$ cat src/rtl/bankers_request_safety_check_defines.svh
// ---------------------------------------------------------------------------
// Assertion macros for the banker's request safety check block.
// Each macro expands to a concurrent assertion, or to nothing when
// NO_ASSERTIONS is defined.
// ---------------------------------------------------------------------------
`ifndef BANKERS_REQUEST_SAFETY_CHECK_DEFINES_SVH
`define BANKERS_REQUEST_SAFETY_CHECK_DEFINES_SVH
`ifndef NO_ASSERTIONS
`define BRSC_ASSERT_IMPL(label, a, c) \
	label: assert property (@(posedge clk) disable iff (!arst_n) (a) |-> (c)) \
		else $error("assertion failed");
`define BRSC_ASSERT_NEXT(label, a, c) \
	label: assert property (@(posedge clk) disable iff (!arst_n) (a) |=> (c)) \
		else $error("assertion failed");
`else
`define BRSC_ASSERT_IMPL(label, a, c)
`define BRSC_ASSERT_NEXT(label, a, c)
`endif
`endif

$ cat src/rtl/brsc_pkg.sv
// ---------------------------------------------------------------------------
// brsc_pkg
// Commands, status codes and field widths shared by the safety check block.
// ---------------------------------------------------------------------------
package brsc_pkg;
	localparam int AmtW = 8;
	localparam int CmdW = 3;
	localparam int ProcW = 3;
	localparam int StatW = 3;

	localparam logic [CmdW-1:0] CMD_CLAIM = 3'd0;
	localparam logic [CmdW-1:0] CMD_ALLOC = 3'd1;
	localparam logic [CmdW-1:0] CMD_AVAIL = 3'd2;
	localparam logic [CmdW-1:0] CMD_REQ = 3'd3;
	localparam logic [CmdW-1:0] CMD_CHECK = 3'd4;

	localparam logic [StatW-1:0] ST_DONE = 3'd0;
	localparam logic [StatW-1:0] ST_SAFE = 3'd1;
	localparam logic [StatW-1:0] ST_CLAIM = 3'd2;
	localparam logic [StatW-1:0] ST_WAIT = 3'd3;
	localparam logic [StatW-1:0] ST_UNSAFE = 3'd4;
	localparam logic [StatW-1:0] ST_BAD = 3'd5;

	// Result handed from the engine to the output register.
	typedef struct packed {
		logic [StatW-1:0] status;
		logic [ProcW-1:0] seq_process;
		logic last;
	} brsc_res_t;
endpackage

$ cat src/rtl/brsc_ram.sv
// ---------------------------------------------------------------------------
// brsc_ram
// Generic single-port-write, single-port-read RAM with registered read data.
// ---------------------------------------------------------------------------
module brsc_ram #(
	parameter int Width = 8,
	parameter int Depth = 8
) (
	input logic clk,
	input logic we,
	input logic [$clog2(Depth)-1:0] waddr,
	input logic [Width-1:0] wdata,
	input logic [$clog2(Depth)-1:0] raddr,
	output logic [Width-1:0] rdata
);
	logic [Width-1:0] mem [Depth];

	// Write port and registered read port.
	always_ff @(posedge clk) begin
		if (we) begin
			mem[waddr] <= wdata;
		end
		rdata <= mem[raddr];
	end
endmodule

$ cat src/rtl/brsc_engine.sv
// ---------------------------------------------------------------------------
// brsc_engine
// Command sequencer: row loads, request checks and the safety walk over the
// claim and allocation memories, each row a RAM read, then an evaluate.
// ---------------------------------------------------------------------------
module brsc_engine import brsc_pkg::*; #(
	parameter int NumProc = 8,
	parameter int NumRes = 3
) (
	input logic clk,
	input logic arst_n,
	input logic start,
	input logic [CmdW-1:0] cmd,
	input logic [ProcW-1:0] process,
	input logic [3*AmtW-1:0] amounts,
	output logic busy,
	output logic res_valid,
	output brsc_res_t res,
	input logic res_ready
);
	localparam int RowW = NumRes * AmtW;
	localparam int PW = (NumProc > 1) ? $clog2(NumProc) : 1;
	localparam int WorkW = AmtW + 4;
	localparam int CntW = $clog2(NumProc + 1);

	typedef enum logic [3:0] {
		S_IDLE, S_RD, S_CHKREQ, S_WCLR, S_WRD, S_WEVAL,
		S_URD, S_UNDO, S_EMIT, S_EMRD, S_ONE
	} state_t;

	state_t state_q;
	logic [CmdW-1:0] cmd_q;
	logic [PW-1:0] proc_q;
	logic [RowW-1:0] amt_q;
	logic [AmtW-1:0] avail_q [NumRes];
	logic [WorkW-1:0] work_q [NumRes];
	logic [NumProc-1:0] fin_q;
	logic [PW-1:0] row_q;
	logic [PW-1:0] pass_q;
	logic [CntW-1:0] filled_q;
	logic [StatW-1:0] stat_q;

	// Memory ports.
	logic claim_we, alloc_we, ord_we;
	logic [PW-1:0] claim_wa, alloc_wa, rd_addr, ord_wa, ord_ra;
	logic [RowW-1:0] claim_wd, alloc_wd, claim_rd, alloc_rd;
	logic [ProcW-1:0] ord_wd, ord_rd;

	brsc_ram #(.Width(RowW), .Depth(NumProc)) u_claim (
		.clk, .we(claim_we), .waddr(claim_wa), .wdata(claim_wd),
		.raddr(rd_addr), .rdata(claim_rd));
	brsc_ram #(.Width(RowW), .Depth(NumProc)) u_alloc (
		.clk, .we(alloc_we), .waddr(alloc_wa), .wdata(alloc_wd),
		.raddr(rd_addr), .rdata(alloc_rd));
	brsc_ram #(.Width(ProcW), .Depth(NumProc)) u_order (
		.clk, .we(ord_we), .waddr(ord_wa), .wdata(ord_wd),
		.raddr(ord_ra), .rdata(ord_rd));

	// Rows never written since reset read as zero.
	logic [NumProc-1:0] cval_q, aval_q;
	logic [RowW-1:0] claim_row, alloc_row;
	logic rd_valid_c_s1, rd_valid_a_s1;
	always_ff @(posedge clk or negedge arst_n) begin
		if (!arst_n) begin
			rd_valid_c_s1 <= 1'b0;
			rd_valid_a_s1 <= 1'b0;
		end else begin
			rd_valid_c_s1 <= cval_q[rd_addr];
			rd_valid_a_s1 <= aval_q[rd_addr];
		end
	end
	assign claim_row = rd_valid_c_s1 ? claim_rd : '0;
	assign alloc_row = rd_valid_a_s1 ? alloc_rd : '0;

	// Need and fit tests on the row just read.
	logic [AmtW-1:0] need [NumRes];
	logic over_need, over_avail, fits;
	logic [RowW-1:0] alloc_plus, alloc_minus;
	always_comb begin
		over_need = 1'b0;
		over_avail = 1'b0;
		fits = 1'b1;
		for (int r = 0; r < NumRes; r++) begin
			need[r] = (claim_row[r*AmtW +: AmtW] > alloc_row[r*AmtW +: AmtW]) ?
				claim_row[r*AmtW +: AmtW] - alloc_row[r*AmtW +: AmtW] : '0;
			if (amt_q[r*AmtW +: AmtW] > need[r]) over_need = 1'b1;
			if (amt_q[r*AmtW +: AmtW] > avail_q[r]) over_avail = 1'b1;
			if (WorkW'(need[r]) > work_q[r]) fits = 1'b0;
			alloc_plus[r*AmtW +: AmtW] = alloc_row[r*AmtW +: AmtW] + amt_q[r*AmtW +: AmtW];
			alloc_minus[r*AmtW +: AmtW] = alloc_row[r*AmtW +: AmtW] - amt_q[r*AmtW +: AmtW];
		end
	end

	// Memory control decoded from the state.
	always_comb begin
		claim_we = 1'b0;
		alloc_we = 1'b0;
		claim_wa = proc_q;
		alloc_wa = proc_q;
		claim_wd = amt_q;
		alloc_wd = amt_q;
		rd_addr = (state_q == S_WRD || state_q == S_WEVAL) ? row_q : proc_q;
		ord_we = 1'b0;
		ord_wa = filled_q[PW-1:0];
		ord_wd = ProcW'(row_q);
		ord_ra = row_q;
		unique case (state_q)
			S_IDLE: begin
				claim_we = start && cmd == CMD_CLAIM && 32'(process) < NumProc;
				alloc_we = start && cmd == CMD_ALLOC && 32'(process) < NumProc;
				claim_wa = PW'(process);
				alloc_wa = PW'(process);
				claim_wd = amounts[RowW-1:0];
				alloc_wd = amounts[RowW-1:0];
				rd_addr = PW'(process);
			end
			S_CHKREQ: begin
				alloc_we = !over_need && !over_avail;
				alloc_wd = alloc_plus;
			end
			S_WEVAL: ord_we = !fin_q[row_q] && fits;
			S_UNDO: begin
				alloc_we = 1'b1;
				alloc_wd = alloc_minus;
			end
			default: ;
		endcase
	end

	logic out_full;
	assign res_valid = out_full;
	assign busy = (state_q != S_IDLE);

	// Sequencer.
	always_ff @(posedge clk or negedge arst_n) begin
		if (!arst_n) begin
			state_q <= S_IDLE;
			cval_q <= '0;
			aval_q <= '0;
			fin_q <= '0;
			out_full <= 1'b0;
			filled_q <= '0;
			row_q <= '0;
			pass_q <= '0;
			for (int r = 0; r < NumRes; r++) begin
				avail_q[r] <= '0;
				work_q[r] <= '0;
			end
		end else begin
			if (out_full && res_ready) out_full <= 1'b0;
			if (claim_we) cval_q[claim_wa] <= 1'b1;
			if (alloc_we) aval_q[alloc_wa] <= 1'b1;
			unique case (state_q)
				S_IDLE: if (start) begin
					cmd_q <= cmd;
					proc_q <= PW'(process);
					amt_q <= amounts[RowW-1:0];
					if (cmd > CMD_CHECK ||
							((cmd == CMD_CLAIM || cmd == CMD_ALLOC || cmd == CMD_REQ) &&
							32'(process) >= NumProc)) begin
						stat_q <= ST_BAD;
						state_q <= S_ONE;
					end else if (cmd == CMD_REQ) begin
						state_q <= S_RD;
					end else if (cmd == CMD_CHECK) begin
						state_q <= S_WCLR;
					end else begin
						if (cmd == CMD_AVAIL)
							for (int r = 0; r < NumRes; r++)
								avail_q[r] <= amounts[r*AmtW +: AmtW];
						stat_q <= ST_DONE;
						state_q <= S_ONE;
					end
				end
				S_RD: state_q <= S_CHKREQ;
				S_CHKREQ: begin
					if (over_need) begin
						stat_q <= ST_CLAIM;
						state_q <= S_ONE;
					end else if (over_avail) begin
						stat_q <= ST_WAIT;
						state_q <= S_ONE;
					end else begin
						for (int r = 0; r < NumRes; r++)
							avail_q[r] <= avail_q[r] - amt_q[r*AmtW +: AmtW];
						state_q <= S_WCLR;
					end
				end
				S_WCLR: begin
					fin_q <= '0;
					filled_q <= '0;
					row_q <= '0;
					pass_q <= '0;
					for (int r = 0; r < NumRes; r++) work_q[r] <= WorkW'(avail_q[r]);
					state_q <= S_WRD;
				end
				S_WRD: state_q <= S_WEVAL;
				S_WEVAL: begin
					if (!fin_q[row_q] && fits) begin
						for (int r = 0; r < NumRes; r++)
							work_q[r] <= work_q[r] + WorkW'(alloc_row[r*AmtW +: AmtW]);
						fin_q[row_q] <= 1'b1;
						filled_q <= filled_q + 1'b1;
					end
					if (32'(row_q) == NumProc - 1) begin
						row_q <= '0;
						if (32'(pass_q) == NumProc - 1) begin
							if (32'(filled_q) + ((!fin_q[row_q] && fits) ? 1 : 0) == NumProc) begin
								state_q <= S_EMRD;
							end else begin
								stat_q <= ST_UNSAFE;
								state_q <= (cmd_q == CMD_REQ) ? S_URD : S_ONE;
							end
						end else begin
							pass_q <= pass_q + 1'b1;
							state_q <= S_WRD;
						end
					end else begin
						row_q <= row_q + 1'b1;
						state_q <= S_WRD;
					end
				end
				// Read the requesting row again before the rollback.
				S_URD: state_q <= S_UNDO;
				S_UNDO: begin
					for (int r = 0; r < NumRes; r++)
						avail_q[r] <= avail_q[r] + amt_q[r*AmtW +: AmtW];
					state_q <= S_ONE;
				end
				S_EMRD: state_q <= S_EMIT;
				S_EMIT: if (!out_full) begin
					res <= '{status: ST_SAFE, seq_process: ord_rd,
						last: (32'(row_q) == NumProc - 1)};
					out_full <= 1'b1;
					if (32'(row_q) == NumProc - 1) begin
						state_q <= S_IDLE;
						row_q <= '0;
					end else begin
						row_q <= row_q + 1'b1;
						state_q <= S_EMRD;
					end
				end
				S_ONE: if (!out_full) begin
					res <= '{status: stat_q, seq_process: '0, last: 1'b1};
					out_full <= 1'b1;
					state_q <= S_IDLE;
				end
				default: state_q <= S_IDLE;
			endcase
		end
	end
endmodule

$ cat src/rtl/bankers_request_safety_check.sv
// ---------------------------------------------------------------------------
// bankers_request_safety_check
// Banker's deadlock-avoidance engine: claim and allocation rows in RAM,
// request checks and a safety walk that emits the safe sequence.
//
// Channel  Dir  tdata (low bit first)                     tuser
// s_axis   in   cmd, process, amount_r0..r2 (32 bits)      -
// m_axis   out  status, seq_process (8 bits)               -   (tlast=last)
//
// A request or check walks NumProc passes of NumProc rows, each row a RAM
// read, then an evaluate. One request is handled at a time; the output
// register holds a result until taken, which stalls the sequencer.
// Reset clears the control state and the available vector; rows never
// written read as zero through per-row valid flags.
// ---------------------------------------------------------------------------
module bankers_request_safety_check import brsc_pkg::*; #(
	parameter int NUM_PROCESSES = 8,
	parameter int NUM_RESOURCES = 3
) (
	input logic clk,
	input logic arst_n,
	input logic s_axis_tvalid,
	output logic s_axis_tready,
	input logic [31:0] s_axis_tdata, // cmd, process, amount_r0, amount_r1, amount_r2
	output logic m_axis_tvalid,
	input logic m_axis_tready,
	output logic [7:0] m_axis_tdata, // status, seq_process, zero pad
	output logic m_axis_tlast
);
	`include "bankers_request_safety_check_defines.svh"

	logic busy;
	logic start;
	brsc_res_t res;

	assign s_axis_tready = !busy;
	assign start = s_axis_tvalid && s_axis_tready;

	brsc_engine #(.NumProc(NUM_PROCESSES), .NumRes(NUM_RESOURCES)) u_engine (
		.clk, .arst_n, .start,
		.cmd(s_axis_tdata[2:0]),
		.process(s_axis_tdata[5:3]),
		.amounts(s_axis_tdata[29:6]),
		.busy,
		.res_valid(m_axis_tvalid),
		.res,
		.res_ready(m_axis_tready)
	);

	assign m_axis_tdata = {2'b00, res.seq_process, res.status};
	assign m_axis_tlast = res.last;

	`BRSC_ASSERT_NEXT(a_busy_after_start, start, !s_axis_tready)
	`BRSC_ASSERT_IMPL(a_status_range, m_axis_tvalid, m_axis_tdata[2:0] <= ST_BAD)
	`BRSC_ASSERT_IMPL(a_seq_only_safe, m_axis_tvalid && m_axis_tdata[2:0] != ST_SAFE,
		m_axis_tlast && m_axis_tdata[5:3] == 3'd0)
endmodule

$ cat config.mk
export PLATFORM = sky130hd
export DESIGN_NAME = bankers_request_safety_check
export DESIGN_NICKNAME = d
export VERILOG_FILES = /design/src/rtl/brsc_pkg.sv /design/src/rtl/brsc_ram.sv /design/src/rtl/brsc_engine.sv /design/src/rtl/bankers_request_safety_check.sv
export VERILOG_INCLUDE_DIRS = /design/src /design/src/rtl
export SDC_FILE = /design/constraint.sdc
export NUM_CORES = 1
export LEC_CHECK = 0
export BUFFER_PORTS_ARGS = -buffer_cell sky130_fd_sc_hd__buf_4
export CORE_MARGIN = 2
export CORE_UTILIZATION = 57
export CTS_CLUSTER_SIZE = 10
export DETAILED_ROUTE_END_ITERATION = 8
export GPL_TIMING_DRIVEN = 0
export PLACE_DENSITY = 0.82
export SLEW_MARGIN = 20
export SYNTH_ARGS = -nofsm -noshare
export SYNTH_HDL_FRONTEND = slang
export SYNTH_HIERARCHICAL = 1
export SYNTH_SLANG_ARGS = --single-unit
$ cat constraint.sdc
create_clock -name clk -period 6.4 [get_ports clk]
set_input_delay 0.96 -clock clk [delete_from_list [all_inputs] [get_ports clk]]
set_output_delay 0.96 -clock clk [all_outputs]
set_load 0.02 [all_outputs]
Word-level counts from Yosys, hierarchy flattened:

Memories as Yosys holds them, arrays and structs flattened. A register that Yosys moved wholly into a read port is not among the register bits.
Index checks and enable logic that the tools add are counted.

* register bits after elaboration: 141
* memory bits (writable): 408
* memories kept: 3

* $add $sub $neg: 22
* order comparisons: 18
* equality and inequality tests: 35
* mux-type cells: 89
* bitwise logic cells: 3
* reduce and logical (&&, ||, !) cells: 30

Memory list
* u_engine.u_alloc.mem: depth 8, width 24, read ports 1, clocked after memory_dff 1, write ports 1, line brsc_ram.sv:16 `logic [Width-1:0] mem [Depth];`
* u_engine.u_claim.mem: depth 8, width 24, read ports 1, clocked after memory_dff 1, write ports 1, line brsc_ram.sv:16
* u_engine.u_order.mem: depth 8, width 3, read ports 1, clocked after memory_dff 1, write ports 1, line brsc_ram.sv:16

Operator list (number)
* $mux W24: 10
* $pmux W24 S3: 2
* $gt A8 B8 Y1: 9
* $pmux W36 S2: 1
* $sub A8 B8 Y8: 9
* $mux W4: 14
* $add A8 B8 Y8: 6
* $mux W3: 16
* $pmux W4 S11: 1
* $add A12 B8 Y12: 3
* $gt A8 B12 Y1: 3
* $mux W36: 1
* $add A4 B32 Y32: 1
* $eq A32 B4 Y1 const B: 1
* $mux W8: 4
* $mux W1: 26
* $ne A2 B2 Y1 const B: 12
* $or A8 B8 Y8: 3
* $pmux W3 S3: 2
* $eq A4 B3 Y1 const B: 4
* $pmux W8 S2: 1
* $mux W7: 2
* $pmux W7 S2: 1
* $eq A4 B4 Y1 const B: 3
* 32 further kinds: 62

Longest topological paths before layout:

* word-level depth: 15
* mapped depth: 33
* depth with buffers taken out: 31

Cells and area by module:

Netlist, hierarchy kept.

Modules (own cells, without submodules)
* brsc_ram at u_engine.u_alloc ...: times used 2, cells each 314, area an instance 7810.0 sq um, sequential area each 6246.0 sq um
* brsc_engine: times used 1, cells each 1583, area an instance 13240.2 sq um, sequential area each 3728.6 sq um
* brsc_ram at u_engine.u_order: times used 1, cells each 50, area an instance 1042.2 sq um, sequential area each 780.7 sq um
* bankers_request_safety_check: times used 1, cells each 5, area an instance 28.8 sq um, sequential area each 0.0 sq um

Worst setup path before layout:

OpenSTA, ideal clock, no wires.

* path kind: register -> register
* start point: reg u_engine.rd_valid_a_s1
* end point: mem u_engine/u_alloc/mem[0][0] (netlist name), enable pin
* setup time: 0.435 ns
* arrival time: 5.870 ns
* required time: 5.965 ns
* path slack: 0.094 ns
* cell stages (with the launch flop): 25
* buffers on the path: 2
* period minus slack after synthesis: 6.306 ns
* cells stage by stage: dfrtp_1 -> clkbuf_1 -> nand2_1 -> inv_1 -> ha_1 -> inv_1 -> fa_1 -> a21o_1 -> a21o_1 -> a21o_1 -> a21oi_1 -> nor2b_1 -> o21a_1 -> o22a_1 -> clkbuf_1 -> nand2b_1 -> inv_1 -> ha_1 -> nand4_1 -> o21a_1 -> a31oi_1 -> nand4_1 -> o21ai_0 -> nand2b_1 -> nor3_1

* word-level cells in the longest chain between the ends: 12
* elaborated cells between the ends (all ways): 21

RTL lines
* start, declared: line brsc_engine.sv:62 `logic rd_valid_c_s1, rd_valid_a_s1;`
* start signal, assigned: line brsc_engine.sv:69 `rd_valid_a_s1 <= aval_q[rd_addr];`
* $mux W24 (*): line brsc_engine.sv:73 `assign alloc_row = rd_valid_a_s1 ? alloc_rd : '0;`
* $sub A8 B8 Y8 or $gt A8 B8 Y1 (tied branches): line brsc_engine.sv:85, brsc_engine.sv:84
* $mux W8: line brsc_engine.sv:84 `need[r] = (claim_row[r*AmtW +: AmtW] > alloc_row[r*AmtW +: AmtW]) ?`
* $gt A8 B8 Y1: line brsc_engine.sv:86 `if (amt_q[r*AmtW +: AmtW] > need[r]) over_need = 1'b1;`
* $mux W1 (2 in a row): line brsc_engine.sv:86
* $mux W1 (*): line brsc_engine.sv:86
* $logic_not A1 Y1 (*): line brsc_engine.sv:118 `alloc_we = !over_need && !over_avail;`
* $logic_and A1 B1 Y1 (*): line brsc_engine.sv:118
* $pmux W1 S3 (*): line brsc_engine.sv:107 `unique case (state_q)`
* via u_engine.alloc_we: line brsc_engine.sv:44 `logic claim_we, alloc_we, ord_we;`
* $mux W1 (*): line brsc_ram.sv:20 `if (we) begin`
* $mux W1 (implied by the code) (*): line brsc_ram.sv:21 `mem[waddr] <= wdata;`
* end, declared: line brsc_ram.sv:16

The timed path passes the listed nets; every way through them passes the cells marked *.

Worst setup path after layout:

* start point: reg u_engine.rd_valid_c_s1
* end point: reg u_engine.state_q[3]

* word-level cells in the longest chain between the ends: 15
* elaborated cells between the ends (all ways): 31

RTL lines
* start, declared: line brsc_engine.sv:62
* start signal, assigned: line brsc_engine.sv:68 `rd_valid_c_s1 <= cval_q[rd_addr];`
* $mux W24 (*): line brsc_engine.sv:72 `assign claim_row = rd_valid_c_s1 ? claim_rd : '0;`
* $sub A8 B8 Y8 or $gt A8 B8 Y1 (tied branches): line brsc_engine.sv:85, brsc_engine.sv:84
* $mux W8: line brsc_engine.sv:84
* $gt A8 B12 Y1: line brsc_engine.sv:88 `if (WorkW'(need[r]) > work_q[r]) fits = 1'b0;`
* $mux W1 (3 in a row): line brsc_engine.sv:88
* $logic_and A1 B1 Y1: line brsc_engine.sv:208 `if (32'(filled_q) + ((!fin_q[row_q] && fits) ? 1 : 0) == NumProc) begin`
* $mux W1: line brsc_engine.sv:208
* $add A4 B32 Y32: line brsc_engine.sv:208
* $eq A32 B4 Y1: line brsc_engine.sv:208
* $mux W4: line brsc_engine.sv:208
* $mux W4: line brsc_engine.sv:207 `if (32'(pass_q) == NumProc - 1) begin`
* $mux W4: line brsc_engine.sv:205 `if (32'(row_q) == NumProc - 1) begin`
* $pmux W4 S11 (*): line brsc_engine.sv:153 `unique case (state_q)`
* end signal, assigned: line brsc_engine.sv:212 `state_q <= (cmd_q == CMD_REQ) ? S_URD : S_ONE;`
* end, declared: line brsc_engine.sv:31 `state_t state_q;`

Every way passes the cells marked *; elsewhere a longest branch is shown, timed or not.
A chain may end at the register's enable or synchronous reset.

==> impl_results.md <==
- Critical path's largest stage delay: 0.50 ns
- Pwr dens: 502 nW/um^2
- Pre-antenna DRT Iters: 6
- Share of layout cells above drive strength 1: 16.9%
- Most frequent cells in the layout: edfxtp_1 (448), nand2_1 (199), ha_1 (172)
- CTS HTree Levels: 3
- Pint: 10.4 mW
- Clk Latency, worst-skew pair: 0.63 ns
- Initial antenna violation count: 0
- Most common cell after layout, fill and taps aside: edfxtp_1
- Slew Viols, Final: 0
- Post-synth top flop: edfxtp_1
- Post-placement cell area: 31700 um^2
- Initial Util: 58.0%
- Clock transition at path regs: 0.06 ns
- Fin nets: 2639
- Tmin final: 6.15 ns
- Synthesized flop and latch total: 600
- Unrepaired setup endpoints after global routing: false
- Setup WS post-layout: 0.253 ns
- P_sw: 6.63 mW
- Fraction of registers with async set/reset: 16.8%
- Clk pwr share: 21.8%
- Seq pwr share: 32.5%
- Worst Max-Slew Pin Slew: 1.21 ns
- Post-route insts no fill: 3152
- Worst path required time: 6.90 ns
- GRT overflow: 0
- Register Area: 17000 um^2
- Ant diodes: 0
- Hold WC Path Type: input port to asynchronous set/reset pin
- Synth Instances: 2266
- # rows: 83
- Switching share of power: 38.9%
- Synthesized cell area: 29900 um^2
- Worst r2r src: u_engine/rd_valid_c_s1$_DFF_PN0_
- DRC: 0
- Port bufs: 42
- WL final: 86400 um
- Final Hold Viols: 0
- Max Freq: 0.163 GHz
- Comb pwr share: 45.7%
- Final Power: 17.0 mW
- Die width: 233 um
- Synthesis Warnings: 6
- Vias per cell: 6.49
- Register area share after synthesis: 56.8%
- # Max-Cap Violations: 0
- CP max FO: 10
- Via count: 20500
- DRT antenna net count: 0
- Clk root buf: clkbuf_16
- CP Capture Type: flop
- Period utilisation layout: 96.1%
- GPL Wtd Cong: 0.965
- Clock skew: 0.0297 ns
- Fill cells: 3556
- # setup viols final: 0
- Mean area per synthesized cell: 13.2 um^2
- CTS sink count: 600
- Placement Setup Slack: -0.966 ns
- Finished Cell Area: 34000 um^2
- Detailed Place HPWL: 60600 um
- Crit start category: flop
- Leak Pwr: 13.2 nW
- Area occupied by multi-input gates: 12100 um^2
- R2R cell count: 28
- Wire per inst: 27.4 um
- Setup CP Type: flop to flop
- Die area: 54400 um^2
- First-pass GRT wire length: 128000 um
- Status: completed
- Distinct cells, synth: 76
- IR drop worst, VDD: 343 uV
- I/O pins: 47
- CTS tree: yes
- Area of the core: 51600 um^2
- EDFF count, synth: 448
- Number of buffers on the longest clock path: 3
- Worst Path Arrival: 6.65 ns
- Area grow syn2layout: 13.4%
- Max-Slew Margin vs Limit: 18.7%
- Global Route Usage Sum: 32.4%
- Die H: 233 um
- Num CTS Buffers: 71
- Placed insts: 3017
- Reg2Reg Setup Slack: 0.25 ns
- Vias in the first global route: 20400
- Largest net degree at the start of global routing: 105
- Worst reg2reg path endpoint: u_engine/state_q[3]$_DFFE_PN0P_
- 1st-iter DRT viols: 2656
- Slowest stage cell, crit path: dfrtp_2
- Sum Neg Setup Slack: 0 ns
==> flip-flops by register name, indices dropped and copies added, names as in the netlist, 7 cells and up <==
register                count
u_engine/work_q            36
u_engine/fin_q              8
u_engine/cval_q             8
u_engine/u_order/mem       24
u_engine/aval_q             8
u_engine/avail_q           24
u_engine/u_alloc/rdata     24
u_engine/u_claim/mem      192
u_engine/u_alloc/mem      192
u_engine/u_claim/rdata     24
u_engine/res                7
u_engine/amt_q             24
==> logic make-up (layout without fill, tap and decap cells) <==
| logic type | count (synthesis) | after routing | synth area share [%] |
|---|---|---|---|
| muxes | 178 | 178 | 11.1 |
| buffers and inverters | 230 | 435 | 3.38 |
| xor gates and xnor gates | 70 | 70 | 2.05 |
| adders and majority gates | 187 | 187 | 8.19 |
| AOI/OAI and AO/OA | 451 | 451 | 9.92 |
| and+or+nand+nor | 549 | 549 | 8.60 |
| DFF | 600 | 600 | 56.8 |
| other | 1 | 2 | 0.0125 |
==> timing repair <==
action                                 4_1_cts  5_1_grt
setup buffers                                5        3
pin swaps                                    4        3
hold buffers                                 0        0
endpoints found under the hold margin        0        0
gates resized for setup                     16       13
setup endpoints to repair                  223      163
==> worst max path at each step <==
stage / from / end / slack (ns) / cells past startpoint
finish: u_engine/rd_valid_c_s1$_DFF_PN0_ / u_engine/state_q[3]$_DFFE_PN0P_ / 0.25 / 28
global route: u_engine/rd_valid_a_s1$_DFF_PN0_ / u_engine/state_q[3]$_DFFE_PN0P_ / 0.01 / 31
CTS: u_engine/rd_valid_c_s1$_DFF_PN0_ / u_engine/state_q[3]$_DFFE_PN0P_ / 0.005 / 31
detailed placement: u_engine/rd_valid_a_s1$_DFF_PN0_ / u_engine/u_alloc/mem[0][16]$_DFFE_PP_ / -0.97 / 24
global placement: u_engine/rd_valid_a_s1$_DFF_PN0_ / u_engine/u_alloc/mem[0][16]$_DFFE_PP_ / -3.03 / 22
floorplan: u_engine/rd_valid_a_s1$_DFF_PN0_ / u_engine/u_alloc/mem[0][0]$_DFFE_PP_ / 0.09 / 24
==> stage by stage <==
step	hold slack, ns	util, %
floorplan	0.436	-
global placement	0.443	60.3
detailed placement	0.460	61.4
CTS	0.474	65.7
global route	0.496	65.8
finish	0.455	65.8
==> power by group through the flow <==
stage / logic, mW / clock network (mW) / registers, mW
after detailed placement: 7.39 / 0 / 5.59
after CTS: 7.54 / 3.75 / 5.53
after floorplan: 5.21 / 0 / 5.44
final: 7.79 / 3.71 / 5.54
after global routing: 8.34 / 3.89 / 5.58
after global placement: 7.03 / 0 / 5.57
==> layout make-up <==
cell class	instances	share of cell area, %
clock inverter	10	0.306
inverter	141	1.56
tap	680	2.51
buffer	87	1.43
multi-input combinational	1437	35.7
timing repair buffer	78	2.47
clock buffer	119	5.92
sequential	600	50.1
==> worst max-delay path: cells and delay by family (launching register included) <==
family | cells | cell delay (ns)
buf+inv | 2 | 0.32
compound gates | 15 | 3.16
simple gates | 7 | 0.92
fa+ha+maj | 4 | 1.10
flops | 1 | 0.50
==> Yosys cell counts (all sizes together), types with 11 or more instances <==
library cell	count	area share, %
a22oi	15	0.38
mux2	52	2.3
ha	172	7.2
o21bai	19	0.48
nand2	201	2.5
fa	15	1.0
nand2b	34	0.71
a221o	11	0.37
o221a	12	0.45
nor2	142	1.8
mux4	106	8.1
mux2i	20	0.67
nor3	27	0.45
o21ai	107	1.8
dfrtp	101	8.4
inv	141	1.8
and2	34	0.71
a31oi	18	0.38
o31ai	13	0.33
o211ai	22	0.57
xnor2	50	1.5
nand4	25	0.52
o21a	18	0.45
nor2b	34	0.71
a211oi	12	0.30
a21oi	107	1.8
xor2	20	0.59
clkbuf	46	0.58
dfxtp	51	3.4
edfxtp	448	45
a21o	39	0.98
buf	43	1.0
==> per-layer routing <==
metal,track usage (%),part of all wire [%],vias to the layer above
li1,-,-,8799
met1,41.9,38,10200
met2,51.7,47,1247
met3,7.04,10,251
met4,16.8,5.3,0
met5,0,0,-
Note: power is estimated with default switching activity, not from simulation.
